<file path="src/hw/rtl/chebse_pkg.sv">
// ----------------------------------------------------------------------------
// chebse_pkg
// Widths, register codes, types and helpers shared by the Chebyshev core.
// ----------------------------------------------------------------------------
`timescale 1ns / 1ps
`default_nettype none

package chebse_pkg;

	localparam int MAX_DEGREE = 5;
	localparam int NUM_COEF   = MAX_DEGREE + 1;

	localparam int X_W      = 16;   // Q1.14 sample
	localparam int COEF_W   = 16;   // Q3.12 coefficient
	localparam int DEG_W    = 3;
	localparam int Y_W      = 19;   // result, 12 fraction bits
	localparam int D_W      = 21;   // power-basis weight
	localparam int FRAC_X   = 14;
	localparam int OUT_SHIFT = FRAC_X * MAX_DEGREE;
	localparam int ACC_W    = 98;   // exact Horner accumulator
	localparam int LO_W     = 32;   // low chunks of the accumulator
	localparam int HI_W     = ACC_W - 2 * LO_W;
	localparam int PL_W     = LO_W + 1 + X_W;
	localparam int PH_W     = HI_W + X_W;
	localparam int S_DATA_W = 16;
	localparam int M_DATA_W = 24;

	localparam int PADDR_W  = 5;
	localparam int PDATA_W  = 32;
	localparam int REG_IDX_W = 3;

	localparam logic [REG_IDX_W-1:0] REG_DEGREE = 3'd0;
	localparam logic [REG_IDX_W-1:0] REG_COEF0  = 3'd1;

	// half an output step, added once before the final truncation
	localparam logic signed [ACC_W-1:0] ROUND_HALF =
		{{(ACC_W - OUT_SHIFT){1'b0}}, 1'b1, {(OUT_SHIFT - 1){1'b0}}};

	typedef logic [NUM_COEF-1:0][D_W-1:0] chebse_wts_t;

	typedef struct packed {
		logic signed [ACC_W-1:0] acc;
		logic signed [X_W-1:0]   x;
	} chebse_lane_t;

	// weight placed at its power-of-2^14 position
	function automatic logic signed [ACC_W-1:0] term_of(input logic [D_W-1:0] d,
			input int unsigned steps);
		logic signed [ACC_W-1:0] ext;
		begin
			ext = ACC_W'($signed(d));
			return ext <<< (FRAC_X * steps);
		end
	endfunction

endpackage

`default_nettype wire

</file>
<file path="src/hw/rtl/chebse_cfg.sv">
// ----------------------------------------------------------------------------
// chebse_cfg
// APB register file; folds Chebyshev weights into power-basis weights.
// ----------------------------------------------------------------------------
`timescale 1ns / 1ps
`default_nettype none

module chebse_cfg (
	input  logic                              clk,
	input  logic                              arst_n,
	input  logic                              psel,
	input  logic                              penable,
	input  logic                              pwrite,
	input  logic [chebse_pkg::PADDR_W-1:0]    paddr,
	input  logic [chebse_pkg::PDATA_W-1:0]    pwdata,
	output logic [chebse_pkg::PDATA_W-1:0]    prdata,
	output logic                              pready,
	output chebse_pkg::chebse_wts_t           wts
);

	logic [chebse_pkg::DEG_W-1:0]         degree_q;
	logic signed [chebse_pkg::COEF_W-1:0] coef_q [chebse_pkg::NUM_COEF];
	chebse_pkg::chebse_wts_t              d_q;
	chebse_pkg::chebse_wts_t              d_c;
	logic [chebse_pkg::REG_IDX_W-1:0]     idx;
	logic                                 wr;
	logic [chebse_pkg::DEG_W-1:0]         deg_eff;
	logic signed [chebse_pkg::D_W-1:0]    c [chebse_pkg::NUM_COEF];

	assign pready = 1'b1;
	assign idx    = paddr[chebse_pkg::PADDR_W-1:2];
	assign wr     = psel && penable && pwrite;

	always_ff @(posedge clk or negedge arst_n) begin
		if (!arst_n) begin
			degree_q <= '0;
			for (int k = 0; k < chebse_pkg::NUM_COEF; k++) begin
				coef_q[k] <= '0;
			end
		end else if (wr) begin
			if (idx == chebse_pkg::REG_DEGREE) begin
				degree_q <= pwdata[chebse_pkg::DEG_W-1:0];
			end
			for (int k = 0; k < chebse_pkg::NUM_COEF; k++) begin
				if (idx == chebse_pkg::REG_IDX_W'(int'(chebse_pkg::REG_COEF0) + k)) begin
					coef_q[k] <= $signed(pwdata[chebse_pkg::COEF_W-1:0]);
				end
			end
		end
	end

	always_comb begin
		prdata = '0;
		if (idx == chebse_pkg::REG_DEGREE) begin
			prdata = chebse_pkg::PDATA_W'(degree_q);
		end
		for (int k = 0; k < chebse_pkg::NUM_COEF; k++) begin
			if (idx == chebse_pkg::REG_IDX_W'(int'(chebse_pkg::REG_COEF0) + k)) begin
				prdata = {{(chebse_pkg::PDATA_W - chebse_pkg::COEF_W){1'b0}}, coef_q[k]};
			end
		end
	end

	// degree codes above the top term act as the top term
	assign deg_eff = (degree_q > chebse_pkg::DEG_W'(chebse_pkg::MAX_DEGREE)) ?
		chebse_pkg::DEG_W'(chebse_pkg::MAX_DEGREE) : degree_q;

	always_comb begin
		for (int k = 0; k < chebse_pkg::NUM_COEF; k++) begin
			c[k] = (chebse_pkg::DEG_W'(k) <= deg_eff) ? chebse_pkg::D_W'(coef_q[k]) : '0;
		end
		d_c[0] = c[0] - c[2] + c[4];
		d_c[1] = c[1] - (c[3] + (c[3] <<< 1)) + (c[5] + (c[5] <<< 2));
		d_c[2] = (c[2] <<< 1) - (c[4] <<< 3);
		d_c[3] = (c[3] <<< 2) - ((c[5] <<< 4) + (c[5] <<< 2));
		d_c[4] = c[4] <<< 3;
		d_c[5] = c[5] <<< 4;
	end

	always_ff @(posedge clk or negedge arst_n) begin
		if (!arst_n) begin
			d_q <= '0;
		end else begin
			d_q <= d_c;
		end
	end

	assign wts = d_q;

endmodule

`default_nettype wire

</file>
<file path="config.mk">
export PLATFORM = sky130hd
export DESIGN_NAME = chebse_cfg
export DESIGN_NICKNAME = d
export VERILOG_FILES = /design/src/hw/rtl/chebse_pkg.sv /design/src/hw/rtl/chebse_cfg.sv
export SDC_FILE = /design/constraint.sdc
export NUM_CORES = 1
export LEC_CHECK = 0
export BUFFER_PORTS_ARGS = -buffer_cell sky130_fd_sc_hd__buf_2
export CAP_MARGIN = 25
export CORE_MARGIN = 3
export CORE_UTILIZATION = 51
export DETAILED_ROUTE_END_ITERATION = 10
export GPL_TIMING_DRIVEN = 0
export PLACE_DENSITY = 0.71
export SYNTH_ARGS = -nofsm -noshare
export SYNTH_HDL_FRONTEND = slang
export SYNTH_SLANG_ARGS = --single-unit
</file>
<file path="constraint.sdc">
create_clock -name clk -period 6 [get_ports clk]
set_clock_uncertainty 0.05 [all_clocks]
set_input_delay 0.6 -clock clk [delete_from_list [all_inputs] [get_ports clk]]
set_output_delay 0.6 -clock clk [all_outputs]
set_load 0.05 [all_outputs]
</file>
# Yosys cells after proc, flatten, opt, wreduce, memory -nomap -nowiden
# Index checks and enable logic that the tools add are counted.
# op_classes
add_sub_neg,9
magnitude_cmp,7
eq_ne,6
mux,14
reduce_logical,10
# ops
op,count
32-bit 2-to-1 mux,6
21-bit 2-to-1 mux,6
21-bit adder,5
21-bit subtractor,4
2-bit AND reduction,7
"3-bit == test, second input constant",3
"3-bit by 2-bit == test with 1-bit output, second input constant",2
"1-bit by 3-bit <= comparator with 1-bit output, first input constant",2
"2-bit by 3-bit <= comparator with 1-bit output, first input constant",2
"3-bit <= comparator, first input constant",2
3-bit 2-to-1 mux,2
"3-bit by 1-bit == test with 1-bit output, second input constant",1
"3-bit greater-than comparator, second input constant",1
3-bit logical NOT,1
1-bit logical AND,2
# totals
ff_bits,218
inputBits,42
out_inout_bits,159
elab_cells,59

# Depth between registers and ports, before layout
# logic_depth
word_depth,8
mapped_depth,20
ltp_nobuf,18

# Worst setup path after synthesis
# No wires, ideal clock.
# synth_timing
path_kind,register -> register
start,register degree_q[1] (netlist name)
end,register d_q (netlist bit wts[38])
setup_time_ns,0.080
arrival_time_ns,4.618
required_ns,5.870
path_slack_ns,1.252
path_stages_with_launch,20
n_path_buf,3
period_less_slack_ns,4.748
cell_sequence,dfrtp_1 > clkbuf_1 > o21a_1 > clkbuf_1 > nand2_1 > inv_1 > fa_1 > fa_1 > inv_1 > fa_1 > inv_1 > ha_1 > clkbuf_1 > a2111oi_0 > nor3_1 > o21ai_1 > a31oi_1 > a31o_2 > a31oi_1 > xnor2_1
# synth_lines
element,line,text
from (decl),chebse_cfg.sv:21,logic [chebse_pkg::DEG_W-1:0] degree_q;
from (signal assigned),chebse_cfg.sv:42,degree_q <= pwdata[chebse_pkg::DEG_W-1:0];
to (signal assigned),chebse_cfg.sv:82,d_q <= '0;
to (signal assigned),chebse_cfg.sv:84,d_q <= d_c;
to (decl),chebse_cfg.sv:23,chebse_pkg::chebse_wts_t d_q;

==> summary.md <==
| Metric | Value |
|---|---|
| Total Power | 9.14 mW |
| Placed cell area | roughly 15000 µm² |
| Worst slew margin | between 40 and 50% |
| Syn avg cell area | 10.3 µm² |
| Pins Over Slew Limit | 0 |
| Hold_buf cts | 0 |
| RSZ-0062 raised after global routing | false |
| Post-synth top cells | dfrtp_1 (212), inv_1 (196), nand2_1 (99) |
| Residual DRC | 0 |
| Status | finished clean |
| Pin count of the biggest net entering global routing | 117 |
| Share of cells above drive strength 1 | 20.6% |
| Crit-path cells | clkbuf_1, o21a_1, clkbuf_1, nand2_1, inv_1, fa_1, fa_1, inv_1, fa_1, inv_1, ha_1, clkbuf_1, a2111oi_0, nor3_1, o21ai_1, a31oi_1, a31o_2, a31oi_1, xnor2_1 |
| Worst EP required | 6.37 ns |
| Nets | 1710 |
| Post-Route WL | around 31 mm |
| CORE AREA | 25500 µm² |
| Yosys top cell area share | roughly two fifths |
| Clock power share | 15.8% |
| Max_cap viols | 0 |
| Antenna-violating nets left | 0 |
| R2r worst-path depth | 19 |
| Number of synthesized flops with an enable pin | 0 |
| Worst-path clk slew | 0.06 ns |
| Count leader, synth | dfrtp_1 |
| Post-DR vias/cell | 5.23 |
| Critical Path Slowest Stage Cell | fa_1 |
| Crit Reg-Reg Startpoint | degree_q[1] |
| Die X | around 170 µm |
| Register share of total power | 23.0% |
| Setup WS post-layout | 0.428 ns |
| Vias in the first global route | 10100 |
| Startpoint Class | flip-flop |
| Post-Syn Area | roughly 13000 µm² |
| Reg-to-reg critical path endpoint | wts[38] |
| Row cnt | slightly below 60 |
| Fin area | ~16000 µm² |
| Wire length per cell | about 17 µm |
| IO Pins | 201 |
| Yosys reg bits | 212 |
| Syn. warnings | 0 |
| Worst hold path type | input pin to asynchronous set/reset pin |
| Area contributors post-synth | dfrtp_1 (40%), fa_1 (12%), ha_1 (7.6%), mux2_2 (6.2%), inv_1 (5.5%) |
| Overall Global Routing Usage | 22.1% |
| Iteration-0 DRC Markers | around 460 |
| Remaining global-route overflow | 0 |
| Fillcell total | 2132 |
| Sw Pwr | 4.30 mW |
| Layout area overhead | 15.6% |
| Final setup vio count | 0 |
| Total CTS buffers | 24 |
| Setup TNS | 0 ns |
| # placed instances | between 1500 and 2000 |
| DPL Wire Length | 24.7 mm |
| CTS root buffer | clkbuf_16 |
| WS Path Type | flip-flop to flip-flop |
| Combinational power share | 61.2% |
| Synth cell types | 66 |
| Area of the multi-input gates | about 7000 µm² |
| Placer Congestion | 0.867 |
| Place WS | 0.493 ns |
| Register area share after synthesis | about two fifths |
| P_int | 4.84 mW |
| Hold_ws | 0.0713 ns |
| Final critical-path required period | between 5 and 6 ns |
| Slew @ Worst Pin | 0.879 ns |
| Synth Instances | roughly 1300 |
| Util after Layout | 60.7% |
| CTS tree | yes |
| Clock Path Buffers | 3 |
| First-pass iteration count of the detailed router | 5 |
| Die height | about 170 µm |
| Initial antenna violation count | 4 |
| Post-CTS setup buffer count | 0 |
| Sink Count | 212 |
| Post-synth ARST share | 100% |
| Worst-Skew Late Latency | 0.52 ns |
| Crit. End Element | flip-flop |
| IO buf count | 152 |
| Final critical-path share of the clock period | 92.9% |
| Leak | approximately 8 nW |
| Global-route wire length before repair | 51.1 mm |
| R2R Setup Slk | 0.43 ns |
| Switching part of the total power | a little under half |
| FMAX | ~180 MHz |
| Worst-path maximum fanout | 10 |
| Starting Density | between 50% and 60% |
| Hold Vio Cnt, Final | 0 |
| Htree depth | 1 |
| Reg area | 5310 µm² |
| Maximum vdd drop | 0.508 mV |
| Power per cell area | 589 nW/µm² |
| Vias | 9709 |
| Arrival time at the worst endpoint | 5.94 ns |
| Non-Filler Instances | 1855 |
| Critical Path Max Stage Delay | around 0.54 ns |
| Post-CTS sizing | 0 |
| Cell taking the most area after synthesis | dfrtp_1 |
| Die area | 28300 µm² |
| Main synth FF type | dfrtp_1 |
## power by group through the flow
| stage | logic [mW] | clock network, mW | registers, mW |
|---|---|---|---|
| 4_1_cts | 5.62 | 1.48 | 2.10 |
| 5_1_grt | 6.18 | 1.53 | 2.15 |
| 3_3_place_gp | 5.49 | 0 | 2.10 |
| 2_1_floorplan | 3.37 | 0 | 3.12 |
| 6_report | 5.60 | 1.44 | 2.10 |
| 3_5_place_dp | 5.55 | 0 | 2.12 |
## worst max path at each step
| stage | slack, ns | to | start |
|---|---|---|---|
| 3_5_place_dp | 0.49 | wts[38] | degree_q[1] |
| 4_1_cts | 0.43 | wts[38] | degree_q[1] |
| 6_report | 0.43 | wts[38] | degree_q[1] |
| 2_1_floorplan | 1.25 | wts[38] | degree_q[1] |
| 3_3_place_gp | 0.54 | wts[38] | degree_q[1] |
| 5_1_grt | 0.05 | wts[38] | degree_q[1] |
## final cells by class
class	instances	area share [%]
multi-input cells	852	45.7
well taps	330	2.66
clock buffers	36	4.56
plain buffers	69	2.45
flip-flops and latches	212	34.2
repair buffers	153	5.15
inverters	196	4.74
diodes	3	0.0484
clock inverters	4	0.452
## worst max-delay path, delay by kind of cell (launching register included)
kind / cells / cell delay [ns]
adders and majority gates: 4 / 1.81
buffers and inverters: 6 / 1.20
and+or+nand+nor: 2 / 0.30
DFF: 1 / 0.33
AOI/OAI and AO/OA: 6 / 1.63
xor gates and xnor gates: 1 / 0.16
## flip-flops by register name (all words and copies together) (netlist names)
register	count
wts	113
degree_q	3
coef_q	96
## layout by cell type, fill, tap and decap left out, types with 25 or more instances in the layout
| cell | netlist | routed |
|---|---|---|
| conb_1 | 2 | 27 |
| a21o_1 | 26 | 26 |
| a21oi_1 | 50 | 50 |
| xnor2_1 | 40 | 40 |
| nor2b_1 | 27 | 27 |
| nor2_1 | 78 | 78 |
| ha_1 | 82 | 82 |
| clkbuf_16 | 0 | 25 |
| dfrtp_1 | 212 | 212 |
| buf_2 | 7 | 158 |
| mux2_2 | 74 | 74 |
| buf_4 | 30 | 30 |
| clkbuf_1 | 31 | 38 |
| inv_1 | 196 | 196 |
| nand2_1 | 99 | 99 |
| o21ai_0 | 84 | 84 |
| fa_1 | 78 | 78 |
## cell families (layout without fill, tap and decap cells)
| group | after synthesis | in the layout | share of synthesized area, % |
|---|---|---|---|
| and+or+nand+nor | 265 | 265 | 8.99 |
| xor gates and xnor gates | 59 | 59 | 3.85 |
| muxes | 94 | 94 | 7.89 |
| adders and majority gates | 160 | 160 | 19.3 |
| AOI/OAI and AO/OA | 247 | 247 | 12.1 |
| other | 2 | 30 | 0.0560 |
| DFF | 212 | 212 | 39.5 |
| buffers and inverters | 265 | 458 | 8.32 |
## metal layers
metal	vias up	track usage (%)	routed length (µm)
met2	260	37.0	15000
met3	67	2.98	1470
met1	4729	29.1	13500
met5	-	0	13
li1	4651	-	-
met4	2	9.14	1280
Note: power is estimated with default switching activity, not from simulation.
