## src/hw/rtl/chebse_pkg.sv

```systemverilog
// ----------------------------------------------------------------------------
// chebse_pkg
// Widths, register codes, types and helpers shared by the Chebyshev core.
// ----------------------------------------------------------------------------
`timescale 1ns / 1ps
`default_nettype none

package chebse_pkg;

	localparam int MAX_DEGREE = 5;
	localparam int NUM_COEF   = MAX_DEGREE + 1;

	localparam int X_W      = 16;   // Q1.14 sample
	localparam int COEF_W   = 16;   // Q3.12 coefficient
	localparam int DEG_W    = 3;
	localparam int Y_W      = 19;   // result, 12 fraction bits
	localparam int D_W      = 21;   // power-basis weight
	localparam int FRAC_X   = 14;
	localparam int OUT_SHIFT = FRAC_X * MAX_DEGREE;
	localparam int ACC_W    = 98;   // exact Horner accumulator
	localparam int LO_W     = 32;   // low chunks of the accumulator
	localparam int HI_W     = ACC_W - 2 * LO_W;
	localparam int PL_W     = LO_W + 1 + X_W;
	localparam int PH_W     = HI_W + X_W;
	localparam int S_DATA_W = 16;
	localparam int M_DATA_W = 24;

	localparam int PADDR_W  = 5;
	localparam int PDATA_W  = 32;
	localparam int REG_IDX_W = 3;

	localparam logic [REG_IDX_W-1:0] REG_DEGREE = 3'd0;
	localparam logic [REG_IDX_W-1:0] REG_COEF0  = 3'd1;

	// half an output step, added once before the final truncation
	localparam logic signed [ACC_W-1:0] ROUND_HALF =
		{{(ACC_W - OUT_SHIFT){1'b0}}, 1'b1, {(OUT_SHIFT - 1){1'b0}}};

	typedef logic [NUM_COEF-1:0][D_W-1:0] chebse_wts_t;

	typedef struct packed {
		logic signed [ACC_W-1:0] acc;
		logic signed [X_W-1:0]   x;
	} chebse_lane_t;

	// weight placed at its power-of-2^14 position
	function automatic logic signed [ACC_W-1:0] term_of(input logic [D_W-1:0] d,
			input int unsigned steps);
		logic signed [ACC_W-1:0] ext;
		begin
			ext = ACC_W'($signed(d));
			return ext <<< (FRAC_X * steps);
		end
	endfunction

endpackage

`default_nettype wire

```

## src/hw/rtl/chebse_step.sv

```systemverilog
// ----------------------------------------------------------------------------
// chebse_step
// One Horner step: acc * x + term, as a multiply stage and a sum stage.
// ----------------------------------------------------------------------------
`timescale 1ns / 1ps
`default_nettype none

module chebse_step (
	input  logic                                   clk,
	input  logic                                   arst_n,
	input  logic                                   up_valid,
	output logic                                   up_ready,
	input  chebse_pkg::chebse_lane_t               up_lane,
	input  logic signed [chebse_pkg::ACC_W-1:0]    term,
	output logic                                   dn_valid,
	input  logic                                   dn_ready,
	output chebse_pkg::chebse_lane_t               dn_lane
);

	logic                                  v_s1;
	logic                                  v_s2;
	logic                                  en_s1;
	logic                                  en_s2;
	logic signed [chebse_pkg::LO_W:0]      a0;
	logic signed [chebse_pkg::LO_W:0]      a1;
	logic signed [chebse_pkg::HI_W-1:0]    a2;
	logic signed [chebse_pkg::PL_W-1:0]    p0_d;
	logic signed [chebse_pkg::PL_W-1:0]    p1_d;
	logic signed [chebse_pkg::PH_W-1:0]    p2_d;
	logic signed [chebse_pkg::PL_W-1:0]    p0_s1;
	logic signed [chebse_pkg::PL_W-1:0]    p1_s1;
	logic signed [chebse_pkg::PH_W-1:0]    p2_s1;
	logic signed [chebse_pkg::X_W-1:0]     x_s1;
	logic signed [chebse_pkg::ACC_W-1:0]   sum_d;
	chebse_pkg::chebse_lane_t              lane_s2;

	assign en_s2    = !v_s2 || dn_ready;
	assign en_s1    = !v_s1 || en_s2;
	assign up_ready = en_s1;

	// two unsigned low chunks, signed top chunk
	assign a0 = $signed({1'b0, up_lane.acc[chebse_pkg::LO_W-1:0]});
	assign a1 = $signed({1'b0, up_lane.acc[2*chebse_pkg::LO_W-1:chebse_pkg::LO_W]});
	assign a2 = up_lane.acc[chebse_pkg::ACC_W-1:2*chebse_pkg::LO_W];

	assign p0_d = chebse_pkg::PL_W'(a0) * chebse_pkg::PL_W'(up_lane.x);
	assign p1_d = chebse_pkg::PL_W'(a1) * chebse_pkg::PL_W'(up_lane.x);
	assign p2_d = chebse_pkg::PH_W'(a2) * chebse_pkg::PH_W'(up_lane.x);

	assign sum_d = chebse_pkg::ACC_W'(p0_s1)
		+ (chebse_pkg::ACC_W'(p1_s1) <<< chebse_pkg::LO_W)
		+ (chebse_pkg::ACC_W'(p2_s1) <<< (2 * chebse_pkg::LO_W))
		+ term;

	always_ff @(posedge clk or negedge arst_n) begin
		if (!arst_n) begin
			v_s1 <= 1'b0;
			v_s2 <= 1'b0;
		end else begin
			if (en_s1) begin
				v_s1 <= up_valid;
			end
			if (en_s2) begin
				v_s2 <= v_s1;
			end
		end
	end

	always_ff @(posedge clk) begin
		if (en_s1 && up_valid) begin
			p0_s1 <= p0_d;
			p1_s1 <= p1_d;
			p2_s1 <= p2_d;
			x_s1  <= up_lane.x;
		end
		if (en_s2 && v_s1) begin
			lane_s2.acc <= sum_d;
			lane_s2.x   <= x_s1;
		end
	end

	assign dn_valid = v_s2;
	assign dn_lane  = lane_s2;

endmodule

`default_nettype wire

```

## config.mk

```make
export PLATFORM = sky130hd
export DESIGN_NAME = chebse_step
export DESIGN_NICKNAME = d
export VERILOG_FILES = /design/src/hw/rtl/chebse_pkg.sv /design/src/hw/rtl/chebse_step.sv
export SDC_FILE = /design/constraint.sdc
export NUM_CORES = 2
export LEC_CHECK = 0
export ABC_AREA = 1
export BUFFER_PORTS_ARGS = -buffer_cell sky130_fd_sc_hd__clkbuf_2
export CAP_MARGIN = 20
export CORE_MARGIN = 5
export CORE_UTILIZATION = 30
export DETAILED_ROUTE_END_ITERATION = 16
export GPL_TIMING_DRIVEN = 0
export PLACE_DENSITY = 0.56
export SYNTH_ARGS = -nofsm -noshare
export SYNTH_HDL_FRONTEND = slang
export SYNTH_SLANG_ARGS = --single-unit
```

## constraint.sdc

```tcl
create_clock -name clk -period 17.7 [get_ports clk]
set_input_delay 3.54 -clock clk [delete_from_list [all_inputs] [get_ports clk]]
set_output_delay 3.54 -clock clk [all_outputs]
set_load 0.05 [all_outputs]
```

Yosys cells after proc, flatten, opt, wreduce, memory -nomap -nowiden --
Index checks and enable logic that the tools add are counted.
Storage, ports and cells: word-level logic and storage cells 20, flip-flop bits (word level) 264, output and inout port bits 116, input bits 216
Cells by class: reduce and logical (&&, ||, !) cells 6, multipliers 3, add/subtract/negate cells 3
Operator list (number):
- adder 82 x 98 -> 98 bit | 1
- adder 98 bit | 1
- multiplier 33 x 16 -> 49 bit | 2
- adder 49 x 81 -> 82 bit | 1
- multiplier 34 x 16 -> 34 bit | 1
- logical AND 1 bit | 2
- logical NOT 1 bit | 2
- logical OR 1 bit | 2

Logic depth before layout (Yosys ltp) --
word-level depth 4, mapped depth 30, gate-level depth less buffers 27

Worst setup path before layout --
Ideal clock, no wire load.
kind input port to flip-flop, start in dn_ready, end reg lane_s2 (netlist bit dn_lane[0]) (enable), required time 17.076 ns, cell stages on the path 2, path buffers 0, arrival time 9.073 ns, library setup time 0.624 ns, slack 8.003 ns, cell sequence inv_1 > a21oi_1
On the way: word-level cells in the longest chain between the ends 2
Ends and longest elaborated chain:
- start, declared | line chebse_step.sv:16 | input logic dn_ready,
- logical OR 1 bit | line chebse_step.sv:37 | assign en_s2 = !v_s2 || dn_ready;
- logical AND 1 bit | line chebse_step.sv:76 | if (en_s2 && v_s1) begin
- end, declared | line chebse_step.sv:35 | chebse_pkg::chebse_lane_t lane_s2;
Every way passes these cells. A chain may end at the register's enable or synchronous reset.

Final worst setup path --
start in up_lane[10] (netlist bit), end reg p2_s1[33] (netlist bit) (data pin)
On the way: word-level cells in the longest chain between the ends 1
Ends and longest elaborated chain:
- start, declared | line chebse_step.sv:13 | input chebse_pkg::chebse_lane_t up_lane,
- multiplier 34 x 16 -> 34 bit | line chebse_step.sv:48 | assign p2_d = chebse_pkg::PH_W'(a2) * chebse_pkg::PH_W'(up_lane.x);
- named net p2_d, one bit | line chebse_step.sv:29 | logic signed [chebse_pkg::PH_W-1:0] p2_d;
- end signal, assigned | line chebse_step.sv:73 | p2_s1 <= p2_d;
- end, declared | line chebse_step.sv:32 | logic signed [chebse_pkg::PH_W-1:0] p2_s1;
The timed path passes the listed nets, and every way through them passes these cells.

==> metrics.md <==
| Metric | Value |
|---|---|
| Status | `completed` |
| Synth cell types | `44` |
| Total wire length | `between 200000 and 300000 µm` |
| Register area | `slightly below 0.008 mm²` |
| Multi-input logic area | `a little over 0.05 mm²` |
| Skew-Pair Late Insertion Delay | `around 0.67 ns` |
| Initial DRT Pass Iterations | `6` |
| Die Y | `between 400 and 500 µm` |
| Initial antenna violation count | `60` |
| CTS tree | `done` |
| CP endpoint kind | `flop` |
| Fin crit period | `between 10 and 15 ns` |
| Clock buffer depth | `3` |
| Final ANT Viol Nets | `0` |
| CP max stage delay | `0.93 ns` |
| Setup tns final | `0 ns` |
| Synthesis Warnings | `0` |
| Num CTS Buffers | `31` |
| Sequential fraction of the synthesis area | `a little under an eighth` |
| Initial Util | `between 30% and 40%` |
| RSZ-0062 raised after global routing | `false` |
| Clock Sinks | `264` |
| Slew Limit Headroom | `about 16%` |
| CP Buf/Inv Count | `8` |
| Largest net degree at the start of global routing | `just under 90` |
| GPL Wtd Cong | `1.01` |
| Post-CTS sizing | `0` |
| Post-place instance area | `approximately 0.076 mm²` |
| Final Cycle Share | `between 60 and 70%` |
| WL per Instance | `~23 µm` |
| First-pass GRT wire length | `419000 µm` |
| Site row count | `around 180` |
| DIE AREA | `roughly 0.24 mm²` |
| Mapped Area | `around 0.070 mm²` |
| Critical Path Source Type | `input pin` |
| Mapped Cells | `a little over 9000` |
| Required @ worst endpoint | `18.00 ns` |
| Max Clk Rate | `0.0907 GHz` |
| Area grow syn2layout | `10.5%` |
| Top-Level Pins | `between 300 and 400` |
| FF+latch count, synth | `about 260` |
| Critical-path top delay cell | `clkbuf_1` |
| Initial DRC count | `~5100` |
| Detailed-route via count | `60100` |
| Count of hold-fix buffers inserted at cts | `0` |
| Type of the worst setup path | `input pin to flop` |
| Core ar. | `around 0.23 mm²` |
| Layout cells sized above 1 | `5.03%` |
| Slew @ Worst Pin | `between 1 and 1.5 ns` |
| Final Skew | `0.0463 ns` |
| Port bufs | `approximately 270` |
| Post-route cell area | `between 0.07 and 0.08 mm²` |
| GRT Residual Overflow | `0` |
| Hold Crit Class | `flop to flop` |
| CP Data Arrival Time | `approximately 11 ns` |
| Setup violations, final | `0` |
| Final Hold Vio Count | `0` |
| Total Routing Usage GR | `roughly a quarter` |
| Layout Nets | `around 12000` |
| Setup Fix Bufs, Post-CTS | `0` |
| Worst Path Max Fanout | `10` |
| Delay-heaviest family, CP | `adder cells` |
| Number of remaining DRC errors | `0` |
| Clock H-tree levels | `1` |
| Vias in the first global route | `a little over 60000` |
| Net count after synthesis | `approximately 11000` |
| Pins over their slew limit | `0` |
| Via density | `around 4.7` |
| Max_cap viols | `0` |
| DP Wirelength | `~250000 µm` |
| Worst-path clk slew | `around 0.060 ns` |
| Die Wd | `between 400 and 500 µm` |
| Filler cells | `between 20000 and 30000` |
| Syn Area/Cell | `approximately 7.6 µm²` |
| CTS Root Cell | `clkbuf_16` |
-- metal layers --
layer,global-route usage [%],part of all wire [%]
met1,32.3,43
met2,36.1,43
met3,4.61,8.4
met4,11.2,5.8
met5,0,0.040
-- kinds of logic after synthesis --
logic type | Yosys count | synth area share (%)
AND/OR/NAND/NOR | 3524 | 20.1
buffers and inverters | 2894 | 15.6
adder cells (fa/ha/maj) | 1861 | 47.0
AO/OA/AOI/OAI | 511 | 4.01
flip-flops | 264 | 11.3
XOR/XNOR | 162 | 2.03
-- cell type report --
| cell class | instances | share of cell area [%] |
|---|---|---|
| Clock buffer | 37 | 1.03 |
| Inverter | 2587 | 12.6 |
| Buffer | 307 | 1.52 |
| Tap cell | 3043 | 4.93 |
| Multi-Input combinational cell | 6058 | 66.2 |
| Clock inverter | 19 | 0.328 |
| Antenna cell | 29 | 0.0941 |
| Timing Repair Buffer | 326 | 3.05 |
| Sequential cell | 264 | 10.3 |
-- synthesized netlist by cell type --
cell type / number / area (µm²)
nor3b_1: 1 / 7.51
nand3_1: 202 / 1010
o211ai_1: 2 / 15.0
or2_1: 1 / 6.26
o2111ai_1: 1 / 8.76
nor3_2: 8 / 80.1
a21boi_0: 13 / 97.6
inv_1: 2584 / 9700
o21ai_0: 132 / 661
nor4_2: 1 / 12.5
nor4_1: 12 / 75.1
o31ai_1: 1 / 7.51
a31oi_1: 11 / 68.8
edfxtp_1: 262 / 7870
nor2_2: 15 / 93.8
nand2_2: 24 / 150
nand2b_1: 1 / 6.26
o221ai_1: 1 / 8.76
a21oi_2: 4 / 35.0
buf_2: 4 / 20.0
buf_1: 24 / 90.1
o21ai_1: 8 / 40.0
nor3_1: 45 / 225
a21oi_1: 271 / 1360
fa_1: 1267 / 25400
nand3_2: 5 / 50.1
xor2_1: 130 / 1140
nor2_1: 469 / 1760
and2_1: 1 / 6.26
ha_1: 594 / 7430
xnor2_1: 32 / 280
inv_2: 3 / 11.3
a21o_1: 19 / 143
clkbuf_1: 279 / 1050
or2_2: 28 / 175
o21bai_1: 40 / 300
and3_1: 5 / 31.3
nor3_4: 1 / 16.3
dfrtp_1: 2 / 50.1
o21ai_2: 2 / 17.5
o21a_1: 6 / 45.0
nand2_1: 2635 / 9890
nand3b_1: 6 / 45.0
nand4_1: 64 / 400
-- stage by stage --
stage	cells	setup WS (ns)	util (%)	hold slack [ns]
floorplan	9216	8.00	-	0.400
detailed placement	12600	6.18	32.8	0.408
global route	12700	6.45	33.2	0.428
global placement	12500	4.26	32.3	0.400
CTS	12600	6.88	33.2	0.421
finish	12700	6.67	33.2	0.419
-- registers in the layout (all words and copies together), names as in the netlist --
name	cells
dn_lane	114
v_s1	1
p0_s1	49
p2_s1	34
dn_valid	1
p1_s1	49
x_s1	16
-- cell usage in the layout (no fill, tap or decap), types with 24 or more instances in the layout --
cell type  synthesis  final
a21oi_1          271    270
buf_8              0     33
clkbuf_1         279    275
clkbuf_16          0     31
clkbuf_2           0    283
diode_2            0     29
edfxtp_1         262    262
fa_1            1267   1267
ha_1             594    594
inv_1           2584   2583
nand2_1         2635   2635
nand2_2           24     24
nand3_1          202    202
nand4_1           64     64
nor2_1           469    469
nor3_1            45     45
o21ai_0          132    132
o21bai_1          40     40
or2_2             28     28
xnor2_1           32     32
xor2_1           130    130
-- final timing paths --
path	slack [ns]	from	depth (start not counted)	endpoint
worst max register to register	12.53	p0_s1[48]$_DFFE_PP_	16	dn_lane[101]$_DFFE_PP_
min in group asynchronous	2.68	arst_n	1	dn_valid$_DFFE_PN0P_
worst max-delay path	6.67	up_lane[10]	25	p2_s1[33]$_DFFE_PP_
max in group asynchronous	14.92	arst_n	1	v_s1$_DFFE_PN0N_
worst min register to register	0.42	x_s1[7]$_DFFE_PP_	0	dn_lane[7]$_DFFE_PP_
worst min-delay path	0.42	x_s1[7]$_DFFE_PP_	0	dn_lane[7]$_DFFE_PP_
Power is not shown: default switching activity piles up to over one toggle a cycle in this logic, so the estimate is an artifact.
